<file path="src/nlcf_pkg.sv">
`timescale 1ns / 1ps
// ----------------------------------------------------------------------------
// nlcf_pkg
// Shared types and constants of the night light mode and color fader.
// ----------------------------------------------------------------------------
package nlcf_pkg;

    // operating modes, encoded as reported on the result channel
    typedef enum logic [1:0] {
        MODE_STARTUP    = 2'd0,
        MODE_WHITE_ON   = 2'd1,
        MODE_OUTAGE     = 2'd2,
        MODE_RAINBOW_ON = 2'd3
    } mode_t;

    // controller sequence
    typedef enum logic [2:0] {
        CS_IDLE,
        CS_PREP,
        CS_MUL,
        CS_DIV,
        CS_COMMIT
    } ctrl_state_t;

    // configuration register indexes
    typedef enum logic [1:0] {
        CFG_SENSE_THRESHOLD   = 2'd0,
        CFG_TRANSITION_FRAMES = 2'd1,
        CFG_WHITE_GREEN_LEVEL = 2'd2,
        CFG_WHITE_BLUE_LEVEL  = 2'd3
    } cfg_index_t;

    // fixed field widths
    localparam int THR_W       = 10;
    localparam int FRAMES_W    = 16;
    localparam int LEVEL_W     = 8;
    localparam int PWM_W       = 8;
    localparam int CFG_DATA_W  = 16;
    localparam int CFG_INDEX_W = 2;

    // configuration reset values
    localparam logic [THR_W-1:0]    THR_RESET    = 10'd512;
    localparam logic [FRAMES_W-1:0] FRAMES_RESET = 16'd187;
    localparam logic [LEVEL_W-1:0]  LEVEL_RESET  = 8'd100;

    // controller to datapath commands
    typedef struct packed {
        logic load;
        logic prep;
        logic div_start;
        logic div_step;
        logic commit;
    } dp_cmd_t;

    // datapath to controller status
    typedef struct packed {
        logic need_div;
        logic out_free;
    } dp_status_t;

endpackage

</file>
<file path="src/nlcf_div_lane.sv">
`timescale 1ns / 1ps
// ----------------------------------------------------------------------------
// nlcf_div_lane
// Restoring divider, one quotient bit per step, for one color channel.
// ----------------------------------------------------------------------------
module nlcf_div_lane #(
    parameter int Q_W = 8,
    parameter int D_W = 16
) (
    input  logic               aclk,
    input  logic               start,
    input  logic               step,
    input  logic [Q_W+D_W-1:0] dividend,
    input  logic [D_W-1:0]     divisor,
    output logic [Q_W-1:0]     quotient
);

    logic [D_W-1:0] rem_reg;
    logic [Q_W-1:0] low_reg;
    logic [D_W:0]   trial;
    logic           fits;

    // shift in the next dividend bit and try the subtract
    assign trial = {rem_reg, low_reg[Q_W-1]};
    assign fits  = trial >= {1'b0, divisor};

    // upper dividend bits start the remainder, quotient bits fill in from below
    always_ff @(posedge aclk) begin
        if (start) begin
            rem_reg <= dividend[Q_W+D_W-1:Q_W];
            low_reg <= dividend[Q_W-1:0];
        end else if (step) begin
            rem_reg <= fits ? D_W'(trial - {1'b0, divisor}) : trial[D_W-1:0];
            low_reg <= {low_reg[Q_W-2:0], fits};
        end
    end

    assign quotient = low_reg;

endmodule

</file>
<file path="src/nlcf_datapath.sv">
`timescale 1ns / 1ps
// ----------------------------------------------------------------------------
// nlcf_datapath
// Mode state, fade state, configuration, dividers and the result register.
// ----------------------------------------------------------------------------
module nlcf_datapath #(
    parameter int SAMPLE_BITS = 10,
    parameter int COLOR_BITS  = 8
) (
    input  logic                                  aclk,
    input  logic                                  aresetn,
    input  nlcf_pkg::dp_cmd_t                     cmd,
    output nlcf_pkg::dp_status_t                  status,
    input  logic                                  cfg_wr_en,
    input  logic [nlcf_pkg::CFG_INDEX_W-1:0]      cfg_index,
    input  logic [nlcf_pkg::CFG_DATA_W-1:0]       cfg_wdata,
    input  logic [SAMPLE_BITS-1:0]                s_sense_sample,
    input  logic [COLOR_BITS-1:0]                 s_cand_red,
    input  logic [COLOR_BITS-1:0]                 s_cand_green,
    input  logic [COLOR_BITS-1:0]                 s_cand_blue,
    output logic                                  m_valid,
    input  logic                                  m_ready,
    output logic [1:0]                            m_mode,
    output logic                                  m_rail_enable,
    output logic                                  m_leds_off,
    output logic [nlcf_pkg::PWM_W-1:0]            m_pwm_red,
    output logic [nlcf_pkg::PWM_W-1:0]            m_pwm_green,
    output logic [nlcf_pkg::PWM_W-1:0]            m_pwm_blue,
    output logic                                  m_indicator_led,
    output logic                                  m_long_sleep,
    output logic                                  m_candidate_retry
);
    import nlcf_pkg::*;

    localparam int CW        = COLOR_BITS;
    localparam int TW        = CW + 3;
    localparam int CMP_W     = (SAMPLE_BITS > THR_W) ? SAMPLE_BITS : THR_W;
    localparam int PWM_EXT_W = (CW > PWM_W) ? CW : PWM_W;
    localparam int LVL_EXT_W = (CW > LEVEL_W) ? CW : LEVEL_W;
    localparam int PROD_W    = CW + FRAMES_W;
    localparam logic [CW-1:0] CMAX = '1;
    localparam logic [CW-1:0] HALF = CMAX >> 1;

    // configuration registers
    logic [THR_W-1:0]    thr_reg;
    logic [FRAMES_W-1:0] tf_reg;
    logic [LEVEL_W-1:0]  wg_reg;
    logic [LEVEL_W-1:0]  wb_reg;

    // latched transaction
    logic [SAMPLE_BITS-1:0] samp_reg;
    logic [CW-1:0]          cand_reg [3];

    // block state
    mode_t               mode_reg, mode_next;
    mode_t               last_reg, last_next;
    logic [FRAMES_W-1:0] frame_reg, frame_next;
    logic                restart_reg, restart_next;
    logic [CW-1:0]       from_reg [3];
    logic [CW-1:0]       from_next [3];
    logic [CW-1:0]       to_reg [3];
    logic [CW-1:0]       to_next [3];
    logic [CW-1:0]       drive_reg [3];
    logic [CW-1:0]       drive_next [3];
    logic                rail_reg, rail_next;
    logic                off_reg, off_next;
    logic                blink_reg, blink_next;

    // per-tick working registers
    logic                seg_reg;
    logic                retry_reg;
    logic [CW-1:0]       efrom_reg [3];
    logic [CW-1:0]       eto_reg [3];
    logic [CW-1:0]       diff_reg [3];
    logic                up_reg [3];
    logic [FRAMES_W-1:0] eframe_reg;

    // result register
    logic       out_valid_reg;
    logic [1:0] out_mode_reg;
    logic       out_rail_reg;
    logic       out_off_reg;
    logic [PWM_W-1:0] out_pwm_reg [3];
    logic       out_ind_reg;
    logic       out_lsleep_reg;
    logic       out_retry_reg;

    logic                present;
    logic                seg_start;
    logic                cand_ok;
    logic                retry_now;
    logic [TW-1:0]       total;
    logic                spread_ok;
    logic [CW-1:0]       efrom [3];
    logic [CW-1:0]       eto [3];
    logic [PROD_W-1:0]   prod [3];
    logic [CW-1:0]       quot [3];
    logic [CW-1:0]       cur [3];
    logic                ind;
    logic                lsleep;
    logic                lost;
    logic [LVL_EXT_W-1:0] wg_ext;
    logic [LVL_EXT_W-1:0] wb_ext;
    logic [PWM_EXT_W-1:0] drive_ext [3];

    // configuration writes
    always_ff @(posedge aclk) begin
        if (!aresetn) begin
            thr_reg <= THR_RESET;
            tf_reg  <= FRAMES_RESET;
            wg_reg  <= LEVEL_RESET;
            wb_reg  <= LEVEL_RESET;
        end else if (cfg_wr_en) begin
            case (cfg_index_t'(cfg_index))
                CFG_SENSE_THRESHOLD:   thr_reg <= cfg_wdata[THR_W-1:0];
                CFG_TRANSITION_FRAMES: tf_reg  <= cfg_wdata[FRAMES_W-1:0];
                CFG_WHITE_GREEN_LEVEL: wg_reg  <= cfg_wdata[LEVEL_W-1:0];
                CFG_WHITE_BLUE_LEVEL:  wb_reg  <= cfg_wdata[LEVEL_W-1:0];
                default: ;
            endcase
        end
    end

    // capture the incoming transaction
    always_ff @(posedge aclk) begin
        if (cmd.load) begin
            samp_reg    <= s_sense_sample;
            cand_reg[0] <= s_cand_red;
            cand_reg[1] <= s_cand_green;
            cand_reg[2] <= s_cand_blue;
        end
    end

    // supply check
    assign present = CMP_W'(samp_reg) >= CMP_W'(thr_reg);

    // candidate test: total in range and one channel far from the mean,
    // with floor(T/3) compares rewritten as compares against 3*k
    always_comb begin
        logic [TW-1:0] k_hi;
        logic [TW-1:0] k_lo;
        total = TW'(cand_reg[0]) + TW'(cand_reg[1]) + TW'(cand_reg[2]);
        spread_ok = 1'b0;
        for (int i = 0; i < 3; i++) begin
            k_hi = TW'(cand_reg[i]) + TW'(HALF) + TW'(1);
            k_lo = TW'(cand_reg[i]) - TW'(HALF);
            if (total >= ((k_hi << 1) + k_hi))
                spread_ok = 1'b1;
            if ((cand_reg[i] > HALF) && (total < ((k_lo << 1) + k_lo)))
                spread_ok = 1'b1;
        end
        cand_ok = (total > TW'(CMAX)) && (total <= (TW'(CMAX) << 1)) && spread_ok;
    end

    // segment decision and effective endpoints for this tick
    assign seg_start = restart_reg || (frame_reg >= tf_reg);
    assign retry_now = (mode_reg == MODE_RAINBOW_ON) && seg_start && !cand_ok;

    always_comb begin
        for (int i = 0; i < 3; i++) begin
            efrom[i] = seg_start ? to_reg[i] : from_reg[i];
            eto[i]   = seg_start ? cand_reg[i] : to_reg[i];
        end
    end

    always_ff @(posedge aclk) begin
        if (cmd.prep) begin
            seg_reg    <= seg_start;
            retry_reg  <= retry_now;
            eframe_reg <= seg_start ? '0 : frame_reg;
            for (int i = 0; i < 3; i++) begin
                efrom_reg[i] <= efrom[i];
                eto_reg[i]   <= eto[i];
                up_reg[i]    <= eto[i] >= efrom[i];
                diff_reg[i]  <= (eto[i] >= efrom[i]) ? eto[i] - efrom[i]
                                                     : efrom[i] - eto[i];
            end
        end
    end

    // one divider lane per channel: (diff * frame) / transition_frames
    for (genvar g = 0; g < 3; g++) begin : g_lane
        assign prod[g] = PROD_W'(diff_reg[g]) * PROD_W'(eframe_reg);

        nlcf_div_lane #(
            .Q_W (CW),
            .D_W (FRAMES_W)
        ) u_lane (
            .aclk     (aclk),
            .start    (cmd.div_start),
            .step     (cmd.div_step),
            .dividend (prod[g]),
            .divisor  (tf_reg),
            .quotient (quot[g])
        );
    end

    // interpolated color, zero step when transition_frames is zero
    always_comb begin
        logic [CW-1:0] stp;
        for (int i = 0; i < 3; i++) begin
            stp    = (tf_reg == '0) ? '0 : quot[i];
            cur[i] = up_reg[i] ? efrom_reg[i] + stp : efrom_reg[i] - stp;
        end
    end

    assign wg_ext = LVL_EXT_W'(wg_reg);
    assign wb_ext = LVL_EXT_W'(wb_reg);

    // next state of the tick
    always_comb begin
        mode_next    = mode_reg;
        last_next    = last_reg;
        frame_next   = frame_reg;
        restart_next = restart_reg;
        from_next    = from_reg;
        to_next      = to_reg;
        drive_next   = drive_reg;
        rail_next    = rail_reg;
        off_next     = off_reg;
        blink_next   = blink_reg;
        ind          = 1'b0;
        lsleep       = 1'b0;
        lost         = 1'b0;
        case (mode_reg)
            MODE_STARTUP: begin
                rail_next     = 1'b1;
                off_next      = 1'b0;
                drive_next[0] = '0;
                drive_next[1] = wg_ext[CW-1:0];
                drive_next[2] = wb_ext[CW-1:0];
                mode_next     = MODE_WHITE_ON;
                last_next     = MODE_WHITE_ON;
            end
            MODE_WHITE_ON: begin
                lost = !present;
            end
            MODE_OUTAGE: begin
                ind        = blink_reg;
                lsleep     = !blink_reg;
                blink_next = !blink_reg;
                if (present) begin
                    rail_next = 1'b1;
                    if (last_reg == MODE_WHITE_ON) begin
                        mode_next = MODE_RAINBOW_ON;
                        last_next = MODE_RAINBOW_ON;
                    end else begin
                        mode_next = MODE_STARTUP;
                    end
                end
            end
            MODE_RAINBOW_ON: begin
                if (!retry_reg) begin
                    if (seg_reg) begin
                        restart_next = 1'b0;
                        from_next    = efrom_reg;
                        to_next      = eto_reg;
                    end
                    for (int i = 0; i < 3; i++)
                        drive_next[i] = CMAX - cur[i];
                    off_next   = 1'b0;
                    frame_next = eframe_reg + 1'b1;
                    lost       = !present;
                end
            end
            default: ;
        endcase
        // supply dropout forces everything off
        if (lost) begin
            rail_next    = 1'b0;
            off_next     = 1'b1;
            mode_next    = MODE_OUTAGE;
            restart_next = 1'b1;
            for (int i = 0; i < 3; i++) begin
                to_next[i]    = '0;
                drive_next[i] = '0;
            end
        end
    end

    always_comb begin
        for (int i = 0; i < 3; i++)
            drive_ext[i] = PWM_EXT_W'(drive_next[i]);
    end

    // state update at commit
    always_ff @(posedge aclk) begin
        if (!aresetn) begin
            mode_reg    <= MODE_STARTUP;
            last_reg    <= MODE_STARTUP;
            frame_reg   <= '0;
            restart_reg <= 1'b1;
            rail_reg    <= 1'b0;
            off_reg     <= 1'b1;
            blink_reg   <= 1'b0;
            for (int i = 0; i < 3; i++) begin
                from_reg[i]  <= '0;
                to_reg[i]    <= '0;
                drive_reg[i] <= '0;
            end
        end else if (cmd.commit) begin
            mode_reg    <= mode_next;
            last_reg    <= last_next;
            frame_reg   <= frame_next;
            restart_reg <= restart_next;
            rail_reg    <= rail_next;
            off_reg     <= off_next;
            blink_reg   <= blink_next;
            from_reg    <= from_next;
            to_reg      <= to_next;
            drive_reg   <= drive_next;
        end
    end

    // result register valid flag
    always_ff @(posedge aclk) begin
        if (!aresetn)
            out_valid_reg <= 1'b0;
        else if (cmd.commit)
            out_valid_reg <= 1'b1;
        else if (m_ready)
            out_valid_reg <= 1'b0;
    end

    // result payload
    always_ff @(posedge aclk) begin
        if (cmd.commit) begin
            out_mode_reg   <= mode_next;
            out_rail_reg   <= rail_next;
            out_off_reg    <= off_next;
            out_ind_reg    <= ind;
            out_lsleep_reg <= lsleep;
            out_retry_reg  <= retry_reg && (mode_reg == MODE_RAINBOW_ON);
            for (int i = 0; i < 3; i++)
                out_pwm_reg[i] <= off_next ? '0 : drive_ext[i][PWM_W-1:0];
        end
    end

    assign status.need_div = (mode_reg == MODE_RAINBOW_ON) && !retry_now;
    assign status.out_free = !out_valid_reg || m_ready;

    assign m_valid           = out_valid_reg;
    assign m_mode            = out_mode_reg;
    assign m_rail_enable     = out_rail_reg;
    assign m_leds_off        = out_off_reg;
    assign m_pwm_red         = out_pwm_reg[0];
    assign m_pwm_green       = out_pwm_reg[1];
    assign m_pwm_blue        = out_pwm_reg[2];
    assign m_indicator_led   = out_ind_reg;
    assign m_long_sleep      = out_lsleep_reg;
    assign m_candidate_retry = out_retry_reg;

endmodule

</file>
<file path="src/nlcf_ctrl.sv">
`timescale 1ns / 1ps
// ----------------------------------------------------------------------------
// nlcf_ctrl
// Sequencer: capture, prepare, multiply, divide steps and commit.
// ----------------------------------------------------------------------------
module nlcf_ctrl #(
    parameter int COLOR_BITS = 8
) (
    input  logic                 aclk,
    input  logic                 aresetn,
    input  logic                 s_valid,
    output logic                 s_ready,
    input  nlcf_pkg::dp_status_t status,
    output nlcf_pkg::dp_cmd_t    cmd
);
    import nlcf_pkg::*;

    localparam int CNT_W = $clog2(COLOR_BITS);
    localparam logic [CNT_W-1:0] CNT_LAST = CNT_W'(COLOR_BITS - 1);

    ctrl_state_t      state_reg, state_next;
    logic [CNT_W-1:0] cnt_reg, cnt_next;

    // state and step counter
    always_ff @(posedge aclk) begin
        if (!aresetn) begin
            state_reg <= CS_IDLE;
            cnt_reg   <= '0;
        end else begin
            state_reg <= state_next;
            cnt_reg   <= cnt_next;
        end
    end

    // next state and commands
    always_comb begin
        state_next = state_reg;
        cnt_next   = cnt_reg;
        cmd        = '0;
        s_ready    = 1'b0;
        case (state_reg)
            CS_IDLE: begin
                s_ready = 1'b1;
                if (s_valid) begin
                    cmd.load   = 1'b1;
                    state_next = CS_PREP;
                end
            end
            CS_PREP: begin
                cmd.prep   = 1'b1;
                state_next = status.need_div ? CS_MUL : CS_COMMIT;
            end
            CS_MUL: begin
                cmd.div_start = 1'b1;
                cnt_next      = '0;
                state_next    = CS_DIV;
            end
            CS_DIV: begin
                cmd.div_step = 1'b1;
                cnt_next     = cnt_reg + 1'b1;
                if (cnt_reg == CNT_LAST)
                    state_next = CS_COMMIT;
            end
            CS_COMMIT: begin
                if (status.out_free) begin
                    cmd.commit = 1'b1;
                    state_next = CS_IDLE;
                end
            end
            default: state_next = CS_IDLE;
        endcase
    end

endmodule

</file>
<file path="src/night_light_mode_and_color_fader.sv">
`timescale 1ns / 1ps
// ----------------------------------------------------------------------------
// night_light_mode_and_color_fader
// Night light mode sequencer with rainbow crossfade and inverted PWM levels.
// ----------------------------------------------------------------------------
// Usage:
//   One s_ transaction is one tick: a supply sense sample and a random
//   candidate color. Each tick yields exactly one m_ transaction with the
//   mode after the tick, rail and off levels, three PWM duty values, the
//   blink indicator, the sleep request and the candidate retry flag.
//   Configuration is a plain write port (cfg_wr_en, cfg_index, cfg_wdata);
//   write it only while no tick is in flight. The block does not check it.
// Sequence:
//   A rainbow tick that is not a retry runs its crossfade division in three
//   parallel restoring dividers, one quotient bit per cycle, through the
//   states IDLE, PREP, MUL, DIV and COMMIT. All other ticks go from PREP
//   straight to COMMIT. s_ready is high only while no tick is in flight, so
//   a new tick is accepted only after the last one has committed.
// Stalls:
//   A finished result waits in the output register; a new tick is accepted
//   meanwhile, and its commit waits until that register is free.
// Reset:
//   aresetn (synchronous, active low) restores the configuration values and
//   the startup mode with the outputs off; no result is pending afterwards.
// ----------------------------------------------------------------------------
module night_light_mode_and_color_fader #(
    parameter int SAMPLE_BITS = 10,
    parameter int COLOR_BITS  = 8
) (
    input  logic                             aclk,
    input  logic                             aresetn,
    input  logic                             cfg_wr_en,
    input  logic [nlcf_pkg::CFG_INDEX_W-1:0] cfg_index,
    input  logic [nlcf_pkg::CFG_DATA_W-1:0]  cfg_wdata,
    input  logic                             s_valid,
    output logic                             s_ready,
    input  logic [SAMPLE_BITS-1:0]           s_sense_sample,
    input  logic [COLOR_BITS-1:0]            s_cand_red,
    input  logic [COLOR_BITS-1:0]            s_cand_green,
    input  logic [COLOR_BITS-1:0]            s_cand_blue,
    output logic                             m_valid,
    input  logic                             m_ready,
    output logic [1:0]                       m_mode,
    output logic                             m_rail_enable,
    output logic                             m_leds_off,
    output logic [nlcf_pkg::PWM_W-1:0]       m_pwm_red,
    output logic [nlcf_pkg::PWM_W-1:0]       m_pwm_green,
    output logic [nlcf_pkg::PWM_W-1:0]       m_pwm_blue,
    output logic                             m_indicator_led,
    output logic                             m_long_sleep,
    output logic                             m_candidate_retry
);
    import nlcf_pkg::*;

    dp_cmd_t    cmd;
    dp_status_t status;

    // sequencer
    nlcf_ctrl #(
        .COLOR_BITS (COLOR_BITS)
    ) u_ctrl (
        .aclk    (aclk),
        .aresetn (aresetn),
        .s_valid (s_valid),
        .s_ready (s_ready),
        .status  (status),
        .cmd     (cmd)
    );

    // state, arithmetic and result register
    nlcf_datapath #(
        .SAMPLE_BITS (SAMPLE_BITS),
        .COLOR_BITS  (COLOR_BITS)
    ) u_datapath (
        .aclk              (aclk),
        .aresetn           (aresetn),
        .cmd               (cmd),
        .status            (status),
        .cfg_wr_en         (cfg_wr_en),
        .cfg_index         (cfg_index),
        .cfg_wdata         (cfg_wdata),
        .s_sense_sample    (s_sense_sample),
        .s_cand_red        (s_cand_red),
        .s_cand_green      (s_cand_green),
        .s_cand_blue       (s_cand_blue),
        .m_valid           (m_valid),
        .m_ready           (m_ready),
        .m_mode            (m_mode),
        .m_rail_enable     (m_rail_enable),
        .m_leds_off        (m_leds_off),
        .m_pwm_red         (m_pwm_red),
        .m_pwm_green       (m_pwm_green),
        .m_pwm_blue        (m_pwm_blue),
        .m_indicator_led   (m_indicator_led),
        .m_long_sleep      (m_long_sleep),
        .m_candidate_retry (m_candidate_retry)
    );

endmodule

</file>
<file path="config.mk">
export PLATFORM = sky130hd
export DESIGN_NAME = night_light_mode_and_color_fader
export DESIGN_NICKNAME = d
export VERILOG_FILES = /design/src/nlcf_pkg.sv /design/src/nlcf_div_lane.sv /design/src/nlcf_datapath.sv /design/src/nlcf_ctrl.sv /design/src/night_light_mode_and_color_fader.sv
export SDC_FILE = /design/constraint.sdc
export NUM_CORES = 2
export LEC_CHECK = 0
export BUFFER_PORTS_ARGS = -buffer_cell sky130_fd_sc_hd__buf_4
export CAP_MARGIN = 20
export CORE_ASPECT_RATIO = 1.5
export CORE_MARGIN = 2
export CORE_UTILIZATION = 25
export CTS_CLUSTER_DIAMETER = 100
export DETAILED_ROUTE_END_ITERATION = 7
export PLACE_DENSITY = 0.4
export SYNTH_ARGS = -nofsm -noshare
export SYNTH_HDL_FRONTEND = slang
export SYNTH_SLANG_ARGS = --single-unit
</file>
<file path="constraint.sdc">
create_clock -name aclk -period 24.6 [get_ports aclk]
set_input_delay 4.92 -clock aclk [delete_from_list [all_inputs] [get_ports aclk]]
set_output_delay 4.92 -clock aclk [all_outputs]
set_load 0.005 [all_outputs]
</file>
== Word level (Yosys, flattened, before mapping) ==
Memories as Yosys holds them, arrays and structs flattened.
Index checks and enable logic that the tools add are counted.

* Flip-flop bits (word level): 300
* Bits in writable memories: 75
* Input port bits: 57
* Logic and storage cells: 250
* Memories: 4

{| class="wikitable"
|+ Memory list
! name !! words !! bits a word !! rd ports !! clocked after memory_dff !! wr ports !! RTL line !! source
|-
| u_datapath.cand_reg || 3 || 8 || 3 || 0 || 3 || nlcf_datapath.sv:52 || <nowiki>logic [CW-1:0] cand_reg [3];</nowiki>
|-
| u_datapath.diff_reg || 3 || 8 || 3 || 0 || 3 || nlcf_datapath.sv:74 || <nowiki>logic [CW-1:0] diff_reg [3];</nowiki>
|-
| u_datapath.out_pwm_reg || 3 || 8 || 3 || 0 || 3 || nlcf_datapath.sv:83 || <nowiki>logic [PWM_W-1:0] out_pwm_reg [3];</nowiki>
|-
| u_datapath.up_reg || 3 || 1 || 3 || 0 || 3 || nlcf_datapath.sv:75 || <nowiki>logic up_reg [3];</nowiki>
|}

* Add/subtract/negate cells: 37
* $mul: 3
* Magnitude comparators: 19
* Equality and inequality tests: 18
* Muxes and demuxes: 87
* Bitwise gates (word level): 1
* Reduce and logical (&&, ||, !) cells: 36

{| class="wikitable"
|+ Operators by type and width
! kind !! number
|-
| $mux 8 || 24
|-
| $mux 16 || 9
|-
| $mux 24 || 6
|-
| $mul 8x16->24 || 3
|-
| $sub 8x8->8 || 9
|-
| $add 11x11->11 || 6
|-
| $ge 17x16->1 || 3
|-
| $pmux 24 s2 || 1
|-
| $sub 16x16->16 || 3
|-
| $add 11x1->11 const B || 3
|-
| $ge 11x11->1 || 3
|-
| $lt 11x11->1 || 3
|-
| $mux 1 || 31
|-
| $add 8x7->9 const B || 3
|-
| $sub 8x7->9 const B || 3
|-
| $add 8x8->8 || 3
|-
| $ge 8x8->1 || 3
|-
| $gt 8x7->1 const B || 3
|-
| $sub 8x8->8 const A || 3
|-
| $add 16x1->16 const B || 1
|-
| $ge 16x16->1 || 1
|-
| $logic_not 16->1 || 1
|-
| $pmux 3 s5 || 1
|-
| $mux 3 || 4
|-
| 27 further kinds || 71
|}

== Longest topological paths before layout ==
An unclocked memory read counts as a cell.

* Word-level depth: 18
* Mapped depth: 27
* Depth with buffers taken out: 25

== Cells and area by module ==
From an unflattened synthesis, not the netlist that was laid out.

* Cells, all modules: 4,078
* Area total of the unflattened synthesis: 37,473.4 sq um

{| class="wikitable"
|+ By module, submodules not included
! module !! times used !! cells an instance !! area each (sq um) !! seq. area each (sq um)
|-
| nlcf_datapath || 1 || 3,378 || 30,822.1 || 7,527.2
|-
| nlcf_div_lane || 3 || 219 || 2,093.3 || 720.7
|-
| nlcf_ctrl || 1 || 43 || 371.6 || 120.1
|}

== Worst setup path after synthesis ==
OpenSTA, ideal clock, no wires.

* Path kind: reg-to-reg
* Start: reg u_ctrl.state_reg[0]
* End: mem u_datapath.diff_reg[0][0] (netlist bit) (enable)
* Library setup time: 0.677 ns
* Data arrival time: 7.388 ns
* Slack: 16.534 ns
* Cell stages (with the launch flop): 3
* Path buffers: 1
* Clock period less this slack: 8.066 ns
* Cells stage by stage: dfxtp_1 clkbuf_1 nor3b_1

{| class="wikitable"
|+ RTL lines
! item !! RTL line !! source
|-
| from (decl) || nlcf_ctrl.sv:21 || <nowiki>ctrl_state_t state_reg, state_next;</nowiki>
|-
| from (signal assigned) || nlcf_ctrl.sv:30 || <nowiki>state_reg <= state_next;</nowiki>
|-
| to (decl) || nlcf_datapath.sv:74 ||
|}

== Worst setup path in the final report ==
* Start: in m_ready
* End: reg u_datapath.to_reg[11] (netlist bit)

* Longest elaborated chain between the ends: 4

{| class="wikitable"
|+ Ends and longest elaborated chain
! item !! RTL line !! source
|-
| from (decl) || night_light_mode_and_color_fader.sv:42 || <nowiki>input logic m_ready,</nowiki>
|-
| $logic_or 1x1->1 || nlcf_datapath.sv:340 || <nowiki>assign status.out_free = !out_valid_reg || m_ready;</nowiki>
|-
| $mux 1 || nlcf_ctrl.sv:65 || <nowiki>if (status.out_free) begin</nowiki>
|-
| $mux 1 || nlcf_ctrl.sv:41 || <nowiki>case (state_reg)</nowiki>
|-
| $reduce_and 4->1 (no source line) || - ||
|-
| to (signal assigned) || nlcf_datapath.sv:310 || <nowiki>to_reg <= to_next;</nowiki>
|-
| to (decl) || nlcf_datapath.sv:61 || <nowiki>logic [CW-1:0] to_reg [3];</nowiki>
|}

Every way passes these cells.
A chain may end at the register's enable or synchronous reset.

==> reports/qor.yml <==
endpoint_kind: "register"
grt_pass1_wl_um: 184300
max_slew.worst_pin.slew_ns: 1.061
yosys.area.top_type: "edfxtp_1"
numCtsBuffers: 50
cp_data_arrival_time_ns: 7.77
dieWidth_um: 317.9
max-vdd-ir-drop_mv: 0.05771
p_per_area_nw_per_um2: 65.91
routed-via-count: 28147
synth_edf_count: 230
area_delta_synth_final_pct: 12.42
port_buffers: 89
synth_area_leaders: "edfxtp_1 19%, fa_1 15%, ha_1 14%, dfxtp_1 7.9%, nand2_1 5.3%"
rsz0062_at_grt: "false"
post-cts-setup-buffers: 0
maxCapViolations: 0
ant_nets: 0
critPathMaxFanout: 26
worstSkewPairLatency_ns: 0.64
hold_buffers: 0
slew_headroom_pct: 29.25
p_leak_nw: 18.33
synth_cells: 4031
path_class: "in -> reg"
outcome: "completed"
vias_per_cell: 4.689
cts_tree: "built"
finalCritPeriodShare_pct: 29.34
ys_types: 81
synth_area_um2: 36940
worstHoldPathType: "reg -> reg"
ys_warn_count: 0
fin_setup_tns_ns: 0
yosysTopAreaCellShare_pct: 18.69
path_clk_slew_ns: 0.06
drt_pre_antenna_iters: 7
largest_register_ffs: 48
finalWorstSetupSlack_ns: 17.38
ys.flop_type: "edfxtp_1"
routed_wl_um: 120100
rows: 172
cts_buffer_depth: 3
start_kind: "input pin"
fmax_mhz: 138.6
avgSynthCellArea_um2: 9.165
grt_usage_pct: 15.97
setup_viol: 0
nFillCells: 15549
clock_skew_ns: 0.03372
gp_congestion: 0.8082
cts-htree-levels: 2
cts-root-buf: "clkbuf_16"
ys_seq_area_share_pct: 26.55
cp.required_ns: 25.15
drtIter0Drc: 1365
antenna_found_initial: 3
drcViolationCount: 0
finalHoldViolations: 0
async_flop_share_pct: 0
core_area_um2: 146600
nets: 4787
drive_above_1_share_pct: 6.776
dieArea_um2: 150900
grt_pass1_vias: 30183
start_util_pct: 25.21
die_height_um: 474.8
slew_violations: 0
cts.sinks: 375
synth-seq-cells: 375
overflow: 0
grt_max_degree: 74
dp_hpwl_um: 91530
finalPower_mw: 2.737
cts_resized: 0
period_minus_slack_ns: 7.217
wl_per_cell_um: 20.00
io-pin-count: 90
place_ws_ns: 16.67
[synth_stat cells (22+ instances only)]
library cell  number
a211oi_1          31
a21boi_0          37
a21o_1            67
a21oi_1          223
a22o_1            24
a31oi_1           22
and2_1           190
and3_1            26
clkbuf_1         158
dfxtp_1          145
edfxtp_1         230
fa_1             270
ha_1             414
inv_1            434
mux2i_1           82
nand2_1          522
nand2b_1          36
nand3_1           52
nor2_1           223
nor2b_1           59
nor3_1            43
o211ai_1          26
o21a_1            41
o21ai_0          103
o21ai_1           24
o21bai_1          32
xnor2_1          163
xor2_1            93
[cells in the final DEF, fill, tap and decap left out, drive strengths merged, types with 11 or more instances in the layout]
master / count
nor2: 223
nor2b: 59
o211a: 16
or3: 12
nand3: 52
mux2: 19
nor4: 11
clkinv: 16
dfxtp: 145
o21a: 41
and2: 190
buf: 135
a31oi: 23
clkbuf: 64
edfxtp: 230
nand2: 522
a21oi: 224
o21bai: 32
ha: 414
mux2i: 83
nor3: 43
a21boi: 58
nand4: 20
inv: 436
a22o: 24
fa: 270
o211ai: 26
nand2b: 36
xor2: 94
a22oi: 14
xnor2: 164
a211oi: 32
o21ai: 127
a21o: 67
and3: 26
[path summary, 6_finish.rpt]
check                                         start                                    to  slack, ns  cells past startpoint
setup reg to reg  u_datapath.tf_reg[1]$_SDFFE_PN1P_  u_datapath.diff_reg[0][15]$_DFFE_PN_      18.13                     25
hold reg to reg    u_datapath.eto_reg[12]$_DFFE_PN_    u_datapath.to_reg[12]$_SDFFE_PN0P_       0.44                      1
hold / removal     u_datapath.eto_reg[12]$_DFFE_PN_    u_datapath.to_reg[12]$_SDFFE_PN0P_       0.44                      1
setup / recovery                            m_ready    u_datapath.to_reg[11]$_SDFFE_PN0P_      17.38                      7
[power breakdown]
| part | switching (mW) | leakage [nW] | total [mW] | internal (mW) |
|---|---|---|---|---|
| combinational | 0.731 | 14.2 | 1.23 | 0.501 |
| clock | 0.315 | 0.835 | 0.783 | 0.468 |
| sequential | 0.0355 | 3.30 | 0.723 | 0.688 |
[metal layers]
layer	track usage (%)	part of all wire (%)
met2	31.94	55
met1	17.38	39
met4	5.444	3.6
met5	0	0
met3	1.308	2.2
[cell type report]
type	count	area, um^2	share of cell area, %
tap	1914	2395	5.766
multi-input combinational	3049	24920	60.00
clock inverter	30	381.6	0.9189
sequential	375	9809	23.62
timing repair buffer	135	1025	2.467
inverter	435	1634	3.935
clock buffer	64	1364	3.284
antenna	1	2.502	0.006025
[worst max-delay path, cell delays in order]
cell,delay (ns)
buf_4,0.09
nor2b_1,0.07
nand2b_1,0.47
inv_2,0.16
and3_1,0.87
and3_1,0.93
a22o_1,0.23
[metrics by stage]
step | util, % | hold WS [ns] | cells | cell area [um^2]
final | 28.34 | 0.4446 | 6003 | 41530
after floorplan | - | 0.4262 | 4033 | 36950
after CTS | 28.32 | 0.4515 | 6000 | 41500
after global routing | 28.34 | 0.4624 | 6002 | 41530
after global placement | 27.13 | 0.4342 | 5906 | 39760
after detailed placement | 27.13 | 0.4399 | 5906 | 39760
[cell families (layout without fill, tap and decap cells)]
logic type / count (synthesis) / in the layout / synth area share, %
simple gates: 1227 / 1227 / 15.61
compound gates: 772 / 772 / 13.82
fa+ha+maj: 687 / 687 / 28.73
buf+inv: 609 / 664 / 6.249
flops: 375 / 375 / 26.55
xor+xnor: 258 / 258 / 6.188
mux: 102 / 102 / 2.838
other cells: 1 / 4 / 0.01015
(Power assumes the default switching activity.)
